===== src/rtl/bvm_pkg.sv =====
package bvm_pkg;

   localparam int DEPTH    = 16;
   localparam int RAW_W    = 12;
   localparam int CFG_W    = 14;
   localparam int PCT_W    = 7;
   localparam int RAW_MAX  = (1 << RAW_W) - 1;
   localparam int IDX_W    = (DEPTH > 1) ? $clog2(DEPTH) : 1;
   localparam int FILL_W   = $clog2(DEPTH + 1);
   localparam int SUM_W    = $clog2(DEPTH * (RAW_MAX - 1) + 1);
   localparam int PROD_W   = RAW_W + CFG_W;
   localparam int DIV_W    = (SUM_W > PROD_W) ? SUM_W : PROD_W;
   localparam int STEP_W   = $clog2(DIV_W);
   localparam int CSR_IDX_W = 3;

   // floor(p / RAW_MAX) = (p * MV_RECIP) >> MV_SHIFT for every p below 2**PROD_W
   localparam int MV_SHIFT = PROD_W + RAW_W;
   localparam int RECIP_W  = PROD_W + 1;
   localparam int RPROD_W  = DIV_W + RECIP_W;
   localparam longint unsigned MV_RECIP_VAL =
      ((64'd1 << MV_SHIFT) + 64'(RAW_MAX) - 64'd1) / 64'(RAW_MAX);
   localparam logic [RECIP_W-1:0] MV_RECIP = RECIP_W'(MV_RECIP_VAL);

   localparam logic [CFG_W-1:0] FULLSCALE_RST = CFG_W'(6600);
   localparam logic [CFG_W-1:0] FULL_RST      = CFG_W'(4200);
   localparam logic [CFG_W-1:0] EMPTY_RST     = CFG_W'(3000);
   localparam logic [CFG_W-1:0] VLOW_RST      = CFG_W'(2500);
   localparam logic [CFG_W-1:0] VHIGH_RST     = CFG_W'(4500);
   localparam logic [PCT_W-1:0] COMPLETE_RST  = PCT_W'(95);
   localparam logic [PCT_W-1:0] PCT_FULL      = PCT_W'(100);

   typedef enum logic [CSR_IDX_W-1:0] {
      CSR_FULLSCALE = 3'd0,
      CSR_FULL      = 3'd1,
      CSR_EMPTY     = 3'd2,
      CSR_VLOW      = 3'd3,
      CSR_VHIGH     = 3'd4,
      CSR_COMPLETE  = 3'd5
   } csr_reg_type;

   typedef enum logic [1:0] {
      EV_NONE         = 2'd0,
      EV_CONNECTED    = 2'd1,
      EV_COMPLETE     = 2'd2,
      EV_DISCONNECTED = 2'd3
   } event_type;

   typedef enum logic [2:0] {
      ST_IDLE,
      ST_SUM,
      ST_DIV_AVG,
      ST_MUL_MV,
      ST_RECIP_MV,
      ST_CHECK,
      ST_DIV_PCT,
      ST_FIN
   } state_type;

endpackage


===== src/rtl/battery_voltage_monitor.sv =====
// channel | direction | handshake              | payload
// req     | in        | req_valid / req_ready  | operation, charge_pin, raw_sample
// rsp     | out       | rsp_valid / rsp_ready  | charging, charge_event, voltage_mv,
//         |           |                        | percent, reading_ok
// csr     | in        | csr_valid / csr_ready  | csr_index, csr_wdata
// One word at a time. A poll or rail word goes from accept to ST_FIN; a sample
// word passes ST_SUM, ST_DIV_AVG, ST_MUL_MV, ST_RECIP_MV, ST_CHECK and, if needed,
// ST_DIV_PCT first. The shared restoring divider gives one quotient bit per cycle
// (average, percent); millivolts come from a reciprocal multiply by 1/4095.
// Synchronous reset; the sample store uses per-entry valid bits, no clear pass.
// A stalled rsp holds the finished word in ST_FIN; req is taken again once the
// result register is loaded.
module battery_voltage_monitor (
   input  logic                           clock,
   input  logic                           reset,
   input  logic                           req_valid,
   output logic                           req_ready,
   input  logic                           req_operation,
   input  logic                           req_charge_pin,
   input  logic [bvm_pkg::RAW_W-1:0]      req_raw_sample,
   output logic                           rsp_valid,
   input  logic                           rsp_ready,
   output logic                           rsp_charging,
   output logic [1:0]                     rsp_charge_event,
   output logic [bvm_pkg::CFG_W-1:0]      rsp_voltage_mv,
   output logic [bvm_pkg::PCT_W-1:0]      rsp_percent,
   output logic                           rsp_reading_ok,
   input  logic                           csr_valid,
   output logic                           csr_ready,
   input  logic [bvm_pkg::CSR_IDX_W-1:0]  csr_index,
   input  logic [bvm_pkg::CFG_W-1:0]      csr_wdata
);

   // configuration
   logic [bvm_pkg::CFG_W-1:0] fullscale_ff, full_ff, empty_ff, vlow_ff, vhigh_ff;
   logic [bvm_pkg::PCT_W-1:0] complete_ff;

   // control and state
   bvm_pkg::state_type         state_ff, state_in;
   logic [bvm_pkg::DEPTH-1:0]  entry_vld_ff, entry_vld_in;
   logic [bvm_pkg::IDX_W-1:0]  ring_idx_ff, ring_idx_in;
   logic [bvm_pkg::FILL_W-1:0] fill_ff, fill_in;
   logic [bvm_pkg::SUM_W-1:0]  sum_ff, sum_in;
   logic                       last_chg_ff, last_chg_in;
   logic [bvm_pkg::CFG_W-1:0]  held_mv_ff, held_mv_in;
   logic [bvm_pkg::PCT_W-1:0]  held_pct_ff, held_pct_in;
   logic                       valid_flag_ff, valid_flag_in;
   logic                       rsp_valid_ff, rsp_valid_in;

   // payload
   logic [bvm_pkg::RAW_W-1:0]  raw_ff, raw_in;
   logic                       chg_ff, chg_in;
   bvm_pkg::event_type         ev_ff, ev_in;
   logic [bvm_pkg::DIV_W-1:0]  quo_ff, quo_in;
   logic [bvm_pkg::CFG_W-1:0]  rem_ff, rem_in;
   logic [bvm_pkg::CFG_W-1:0]  dvs_ff, dvs_in;
   logic [bvm_pkg::STEP_W-1:0] step_ff, step_in;
   logic                       out_chg_ff;
   bvm_pkg::event_type         out_ev_ff;
   logic [bvm_pkg::CFG_W-1:0]  out_mv_ff;
   logic [bvm_pkg::PCT_W-1:0]  out_pct_ff;
   logic                       out_vld_ff;
   logic                       load_out;

   // sample store
   logic [bvm_pkg::RAW_W-1:0]  sample_mem [bvm_pkg::DEPTH];
   logic [bvm_pkg::RAW_W-1:0]  rd_data_ff;
   logic                       mem_we;

   // divider step
   logic [bvm_pkg::CFG_W:0]    rem_sh;
   logic                       step_ge;
   logic [bvm_pkg::CFG_W:0]    rem_sub;
   logic                       step_last;

   logic [bvm_pkg::RPROD_W-1:0] recip_prod;
   logic [bvm_pkg::RAW_W-1:0]  old_sample;
   logic [bvm_pkg::CFG_W-1:0]  mv;
   logic                       accept;

   assign csr_ready = 1'b1;
   assign req_ready = (state_ff == bvm_pkg::ST_IDLE);
   assign accept    = req_valid && req_ready;

   assign rem_sh    = {rem_ff, quo_ff[bvm_pkg::DIV_W-1]};
   assign step_ge   = rem_sh >= {1'b0, dvs_ff};
   assign rem_sub   = rem_sh - {1'b0, dvs_ff};
   assign step_last = (step_ff == bvm_pkg::STEP_W'(bvm_pkg::DIV_W - 1));
   assign old_sample = entry_vld_ff[ring_idx_ff] ? rd_data_ff : '0;
   assign mv        = quo_ff[bvm_pkg::CFG_W-1:0];
   assign recip_prod = bvm_pkg::RPROD_W'(quo_ff) * bvm_pkg::RPROD_W'(bvm_pkg::MV_RECIP);

   always_ff @(posedge clock) begin
      if (reset) begin
         fullscale_ff <= bvm_pkg::FULLSCALE_RST;
         full_ff      <= bvm_pkg::FULL_RST;
         empty_ff     <= bvm_pkg::EMPTY_RST;
         vlow_ff      <= bvm_pkg::VLOW_RST;
         vhigh_ff     <= bvm_pkg::VHIGH_RST;
         complete_ff  <= bvm_pkg::COMPLETE_RST;
      end else if (csr_valid && csr_ready) begin
         unique case (bvm_pkg::csr_reg_type'(csr_index))
            bvm_pkg::CSR_FULLSCALE: fullscale_ff <= csr_wdata;
            bvm_pkg::CSR_FULL:      full_ff      <= csr_wdata;
            bvm_pkg::CSR_EMPTY:     empty_ff     <= csr_wdata;
            bvm_pkg::CSR_VLOW:      vlow_ff      <= csr_wdata;
            bvm_pkg::CSR_VHIGH:     vhigh_ff     <= csr_wdata;
            bvm_pkg::CSR_COMPLETE:  complete_ff  <= csr_wdata[bvm_pkg::PCT_W-1:0];
            default: begin
            end
         endcase
      end
   end

   always_ff @(posedge clock) begin
      if (reset) begin
         state_ff      <= bvm_pkg::ST_IDLE;
         entry_vld_ff  <= '0;
         ring_idx_ff   <= '0;
         fill_ff       <= '0;
         sum_ff        <= '0;
         last_chg_ff   <= 1'b0;
         held_mv_ff    <= bvm_pkg::FULL_RST;
         held_pct_ff   <= bvm_pkg::PCT_FULL;
         valid_flag_ff <= 1'b0;
         rsp_valid_ff  <= 1'b0;
      end else begin
         state_ff      <= state_in;
         entry_vld_ff  <= entry_vld_in;
         ring_idx_ff   <= ring_idx_in;
         fill_ff       <= fill_in;
         sum_ff        <= sum_in;
         last_chg_ff   <= last_chg_in;
         held_mv_ff    <= held_mv_in;
         held_pct_ff   <= held_pct_in;
         valid_flag_ff <= valid_flag_in;
         rsp_valid_ff  <= rsp_valid_in;
      end
   end

   always_ff @(posedge clock) begin
      raw_ff  <= raw_in;
      chg_ff  <= chg_in;
      ev_ff   <= ev_in;
      quo_ff  <= quo_in;
      rem_ff  <= rem_in;
      dvs_ff  <= dvs_in;
      step_ff <= step_in;
      if (load_out) begin
         out_chg_ff <= chg_ff;
         out_ev_ff  <= ev_ff;
         out_mv_ff  <= held_mv_ff;
         out_pct_ff <= held_pct_ff;
         out_vld_ff <= valid_flag_ff;
      end
   end

   always_ff @(posedge clock) begin
      rd_data_ff <= sample_mem[ring_idx_ff];
      if (mem_we) begin
         sample_mem[ring_idx_ff] <= raw_ff;
      end
   end

   always_comb begin
      state_in      = state_ff;
      entry_vld_in  = entry_vld_ff;
      ring_idx_in   = ring_idx_ff;
      fill_in       = fill_ff;
      sum_in        = sum_ff;
      last_chg_in   = last_chg_ff;
      held_mv_in    = held_mv_ff;
      held_pct_in   = held_pct_ff;
      valid_flag_in = valid_flag_ff;
      rsp_valid_in  = rsp_valid_ff && !rsp_ready;
      raw_in        = raw_ff;
      chg_in        = chg_ff;
      ev_in         = ev_ff;
      quo_in        = quo_ff;
      rem_in        = rem_ff;
      dvs_in        = dvs_ff;
      step_in       = step_ff;
      load_out      = 1'b0;
      mem_we        = 1'b0;

      unique case (state_ff)
         bvm_pkg::ST_IDLE: begin
            if (accept) begin
               raw_in = req_raw_sample;
               chg_in = !req_charge_pin;
               ev_in  = bvm_pkg::EV_NONE;
               if (!req_charge_pin != last_chg_ff) begin
                  if (!req_charge_pin) begin
                     ev_in = bvm_pkg::EV_CONNECTED;
                  end else if (held_pct_ff >= complete_ff) begin
                     ev_in = bvm_pkg::EV_COMPLETE;
                  end else begin
                     ev_in = bvm_pkg::EV_DISCONNECTED;
                  end
                  last_chg_in = !req_charge_pin;
               end
               if (!req_operation) begin
                  state_in = bvm_pkg::ST_FIN;
               end else if (req_raw_sample == '0 || req_raw_sample == '1) begin
                  valid_flag_in = 1'b0;
                  state_in      = bvm_pkg::ST_FIN;
               end else begin
                  state_in = bvm_pkg::ST_SUM;
               end
            end
         end
         bvm_pkg::ST_SUM: begin
            mem_we = 1'b1;
            entry_vld_in[ring_idx_ff] = 1'b1;
            sum_in = sum_ff - bvm_pkg::SUM_W'(old_sample) + bvm_pkg::SUM_W'(raw_ff);
            ring_idx_in = (ring_idx_ff == bvm_pkg::IDX_W'(bvm_pkg::DEPTH - 1)) ?
                          '0 : ring_idx_ff + 1'b1;
            if (fill_ff != bvm_pkg::FILL_W'(bvm_pkg::DEPTH)) begin
               fill_in = fill_ff + 1'b1;
            end
            quo_in   = bvm_pkg::DIV_W'(sum_in);
            dvs_in   = bvm_pkg::CFG_W'(fill_in);
            rem_in   = '0;
            step_in  = '0;
            state_in = bvm_pkg::ST_DIV_AVG;
         end
         bvm_pkg::ST_DIV_AVG, bvm_pkg::ST_DIV_PCT: begin
            rem_in  = step_ge ? rem_sub[bvm_pkg::CFG_W-1:0] : rem_sh[bvm_pkg::CFG_W-1:0];
            quo_in  = {quo_ff[bvm_pkg::DIV_W-2:0], step_ge};
            step_in = step_ff + 1'b1;
            if (step_last) begin
               if (state_ff == bvm_pkg::ST_DIV_AVG) begin
                  state_in = bvm_pkg::ST_MUL_MV;
               end else begin
                  held_pct_in = quo_in[bvm_pkg::PCT_W-1:0];
                  state_in    = bvm_pkg::ST_FIN;
               end
            end
         end
         bvm_pkg::ST_MUL_MV: begin
            quo_in   = bvm_pkg::DIV_W'(quo_ff[bvm_pkg::RAW_W-1:0]) *
                       bvm_pkg::DIV_W'(fullscale_ff);
            state_in = bvm_pkg::ST_RECIP_MV;
         end
         bvm_pkg::ST_RECIP_MV: begin
            quo_in   = bvm_pkg::DIV_W'(recip_prod[bvm_pkg::RPROD_W-1:bvm_pkg::MV_SHIFT]);
            state_in = bvm_pkg::ST_CHECK;
         end
         bvm_pkg::ST_CHECK: begin
            if (mv > vlow_ff && mv < vhigh_ff) begin
               held_mv_in    = mv;
               valid_flag_in = 1'b1;
               if (mv >= full_ff) begin
                  held_pct_in = bvm_pkg::PCT_FULL;
                  state_in    = bvm_pkg::ST_FIN;
               end else if (mv <= empty_ff) begin
                  held_pct_in = '0;
                  state_in    = bvm_pkg::ST_FIN;
               end else begin
                  quo_in   = bvm_pkg::DIV_W'(mv - empty_ff) *
                             bvm_pkg::DIV_W'(bvm_pkg::PCT_FULL);
                  dvs_in   = full_ff - empty_ff;
                  rem_in   = '0;
                  step_in  = '0;
                  state_in = bvm_pkg::ST_DIV_PCT;
               end
            end else begin
               valid_flag_in = 1'b0;
               state_in      = bvm_pkg::ST_FIN;
            end
         end
         bvm_pkg::ST_FIN: begin
            if (!rsp_valid_ff || rsp_ready) begin
               load_out     = 1'b1;
               rsp_valid_in = 1'b1;
               state_in     = bvm_pkg::ST_IDLE;
            end
         end
         default: state_in = bvm_pkg::ST_IDLE;
      endcase
   end

   assign rsp_valid         = rsp_valid_ff;
   assign rsp_charging      = out_chg_ff;
   assign rsp_charge_event  = out_ev_ff;
   assign rsp_voltage_mv    = out_mv_ff;
   assign rsp_percent       = out_pct_ff;
   assign rsp_reading_ok    = out_vld_ff;

endmodule


===== config.mk =====
export PLATFORM = sky130hd
export DESIGN_NAME = battery_voltage_monitor
export DESIGN_NICKNAME = d
export VERILOG_FILES = /design/src/rtl/bvm_pkg.sv /design/src/rtl/battery_voltage_monitor.sv
export SDC_FILE = /design/constraint.sdc
export NUM_CORES = 1
export LEC_CHECK = 0
export BUFFER_PORTS_ARGS = -buffer_cell sky130_fd_sc_hd__buf_2
export CAP_MARGIN = 40
export CORE_ASPECT_RATIO = 1.75
export CORE_MARGIN = 2
export CORE_UTILIZATION = 55
export DETAILED_ROUTE_END_ITERATION = 16
export PLACE_DENSITY = 0.76
export SLEW_MARGIN = 20
export SYNTH_ARGS = -nofsm -noshare
export SYNTH_HDL_FRONTEND = slang
export SYNTH_SLANG_ARGS = --single-unit

===== constraint.sdc =====
create_clock -name clock -period 8 [get_ports clock]
set_input_delay 1.2 -clock clock [delete_from_list [all_inputs] [get_ports clock]]
set_output_delay 1.2 -clock clock [all_outputs]
set_load 0.005 [all_outputs]

==> metrics <==
Buffers on Ports 62; CTS Buffer Depth 3; syn avg cell area 10.47 um2; Final ANT Viol Nets 0; share of cells above drive strength 1 9.835%; Netlist cell types between 90 and 100; Avg WL per Cell ~23 um; Mapped Area 32,000 um2; worst-path maximum fanout 6; Post-synth ARST share 0%; status completed; clock root buffer clkbuf_16; most common cell in the netlist inv_1; Net count, final 3,708; core area 57,820 um2; Critical R2R Launch quo_ff[0]$_DFFE_PP_; CTS tree built; top cells by area, synth edfxtp_1, ha_1, fa_1; Crit Path Category reg2reg; Crit path depth 24; Initial Util a little under three fifths; CP Cell Sequence inv_1 > ha_1 > inv_1 > fa_1 > a211oi_1 > o21bai_1 > a21oi_1 > o21bai_1 > a21o_1 > a21oi_1 > xnor2_1 > ha_1 > ha_1 > inv_1 > fa_1 > inv_1 > ha_1 > nand2_1 > nor2_1 > o22ai_1 > nor2_1 > o21ai_0 > a221oi_1 > o211ai_1; Hold Fails Final Rpt 0; Site Rows roughly 120; Yosys reg bits 448; initial antenna violation count 1; critical path startpoint quo_ff[0]$_DFFE_PP_; Detailed Route WL 89,060 um; TNS Setup 0 ns; # hold bufs at CTS 0; CTS clk-pin slew, worst paths 0.07 ns; dpl hpwl 68,290 um; via count approximately 24k; global-route wire length before repair 137,700 um; Max Freq between 150 and 200 MHz; setup bufs post-CTS 0; H-tree levels 2; Die H ~320 um; minimum clock period 6.507 ns; Worst Tran Pin Value approximately 0.83 ns; routed vias/inst 6.006; Setup crit end kind flop; crit path to quo_ff[22]$_DFFE_PP_; CP delay by family, top adder cells; worst reg2reg path endpoint quo_ff[22]$_DFFE_PP_; CP arrival 6.81 ns; First DRT Iteration DRCs 1,672; relative slew slack 44.07%; period utilisation layout 81.34%; area added between synthesis and finish 8.965%; Post-synth top flop edfxtp_1; leading area contributor after synthesis edfxtp_1; CP max stage delay 0.50 ns; GRT Util Overall 29.86%; Worst path slowest cell fa_1; Clock Latency Late Sink 0.57 ns; die span in x roughly 190 um; # IOs 64; First-pass DRT Iterations 7; largest net degree at the start of global routing between 70 and 80; synthesized net count 3,645; Setup crit start kind flop; Mapped Cells 3,057; R2R cell count 24; Data required, critical path just over 8 ns; DRC violations left 0; RSZ-0062 raised after global routing no; FILL cells 4,616; Synth top area share approximately 27%; buffers and inverters on the worst path 4; r2r setup slk 1.49 ns; Syn. warnings 0; TritonCTS buffer count 42; Overflow after GRT 0; final setup fails 0; die footprint 60,200 um2; Worst Skew 0.02040 ns; hold crit path type reg2reg; Post-synth EDFFs 291; cts repair resizes 0; Synth top cells by count inv_1, ha_1, nand2_1, edfxtp_1, a21oi_1; Sink Count 448; Ant. Diodes 0; GPL Wtd Cong 0.9782; max-cap check violation count 0; post-synthesis sequential area ratio 37.13%; Final Slew Violations 0; vias in the first global route roughly 25k
-- registers in the layout, indices dropped and copies added (netlist names), 16 cells and up --
signal and count:
entry_vld_ff 16, quo_ff 26, sample_mem 192, sum_ff 16
-- final cells by class --
| cell class | count | area, um2 | share of cell area (%) |
|---|---|---|---|
| clock buffers | 52 | 1150 | 3.298 |
| clock inverters | 24 | 192.7 | 0.5526 |
| inverters | 441 | 1655 | 4.747 |
| multi-input cells | 2064 | 18070 | 51.83 |
| flip-flops and latches | 448 | 11890 | 34.09 |
| well taps | 773 | 967.2 | 2.774 |
| repair buffers | 123 | 944.7 | 2.709 |
-- per-stage QoR --
stage / util (%) / hold WS, ns / std cells / instance area (um2) / setup WS (ns)
2_1_floorplan: - / 0.4003 / 3057 / 32000 / 2.277
3_3_place_gp: 57.38 / 0.4095 / 3826 / 33180 / 1.722
3_5_place_dp: 57.88 / 0.4075 / 3846 / 33470 / 1.571
4_1_cts: 60.20 / 0.4234 / 3922 / 34810 / 1.576
5_1_grt: 60.30 / 0.4386 / 3925 / 34870 / 1.158
6_report: 60.30 / 0.4200 / 3925 / 34870 / 1.493
-- kinds of logic after synthesis --
logic type	after synthesis	synth area share [%]
AND/OR/NAND/NOR	787	11.51
adder cells (fa/ha/maj)	552	25.45
buffers and inverters	545	6.541
AO/OA/AOI/OAI	530	11.09
flip-flops	448	37.13
multiplexers	103	5.775
XOR/XNOR	91	2.491
other	1	0.01172
-- layer usage --
metal,wire (um),vias up,GRT usage (%)
met4,7379,2,22.06
li1,-,10760,-
met1,29620,11610,29.75
met5,7,-,0
met3,4618,344,3.515
met2,47430,856,56.87
-- placed cells by master (no fill, tap or decap), drive strengths merged, types with 35 or more instances in the layout --
cell	Yosys	final
clkbuf	76	52
mux2i	35	35
edfxtp	291	291
inv	440	442
o21ai	88	88
xnor2	59	59
and2	83	83
nor3	49	49
a21oi	174	174
dfxtp	157	157
buf	28	123
ha	387	387
fa	165	165
a21o	47	47
nand2	349	349
nor2	134	134
mux4	65	65
nand3	39	39
-- worst min path at each step --
stage | startpoint | end | depth (start not counted)
2_1_floorplan | ev_ff[0]$_SDFFCE_PP0P_ | rsp_charge_event[0]$_DFFE_PP_ | 0
5_1_grt | ev_ff[1]$_SDFFCE_PN0P_ | rsp_charge_event[1]$_DFFE_PP_ | 0
6_report | held_mv_ff[3]$_SDFFE_PP1P_ | rsp_voltage_mv[3]$_DFFE_PP_ | 0
4_1_cts | ev_ff[0]$_SDFFCE_PP0P_ | rsp_charge_event[0]$_DFFE_PP_ | 0
3_5_place_dp | ev_ff[0]$_SDFFCE_PP0P_ | rsp_charge_event[0]$_DFFE_PP_ | 0
3_3_place_gp | chg_ff$_DFFE_PP_ | rsp_charging$_DFFE_PP_ | 0
Power is left out: the tool's default activity adds up to more than one toggle a clock period on the data nets, which glitch-free logic cannot reach.
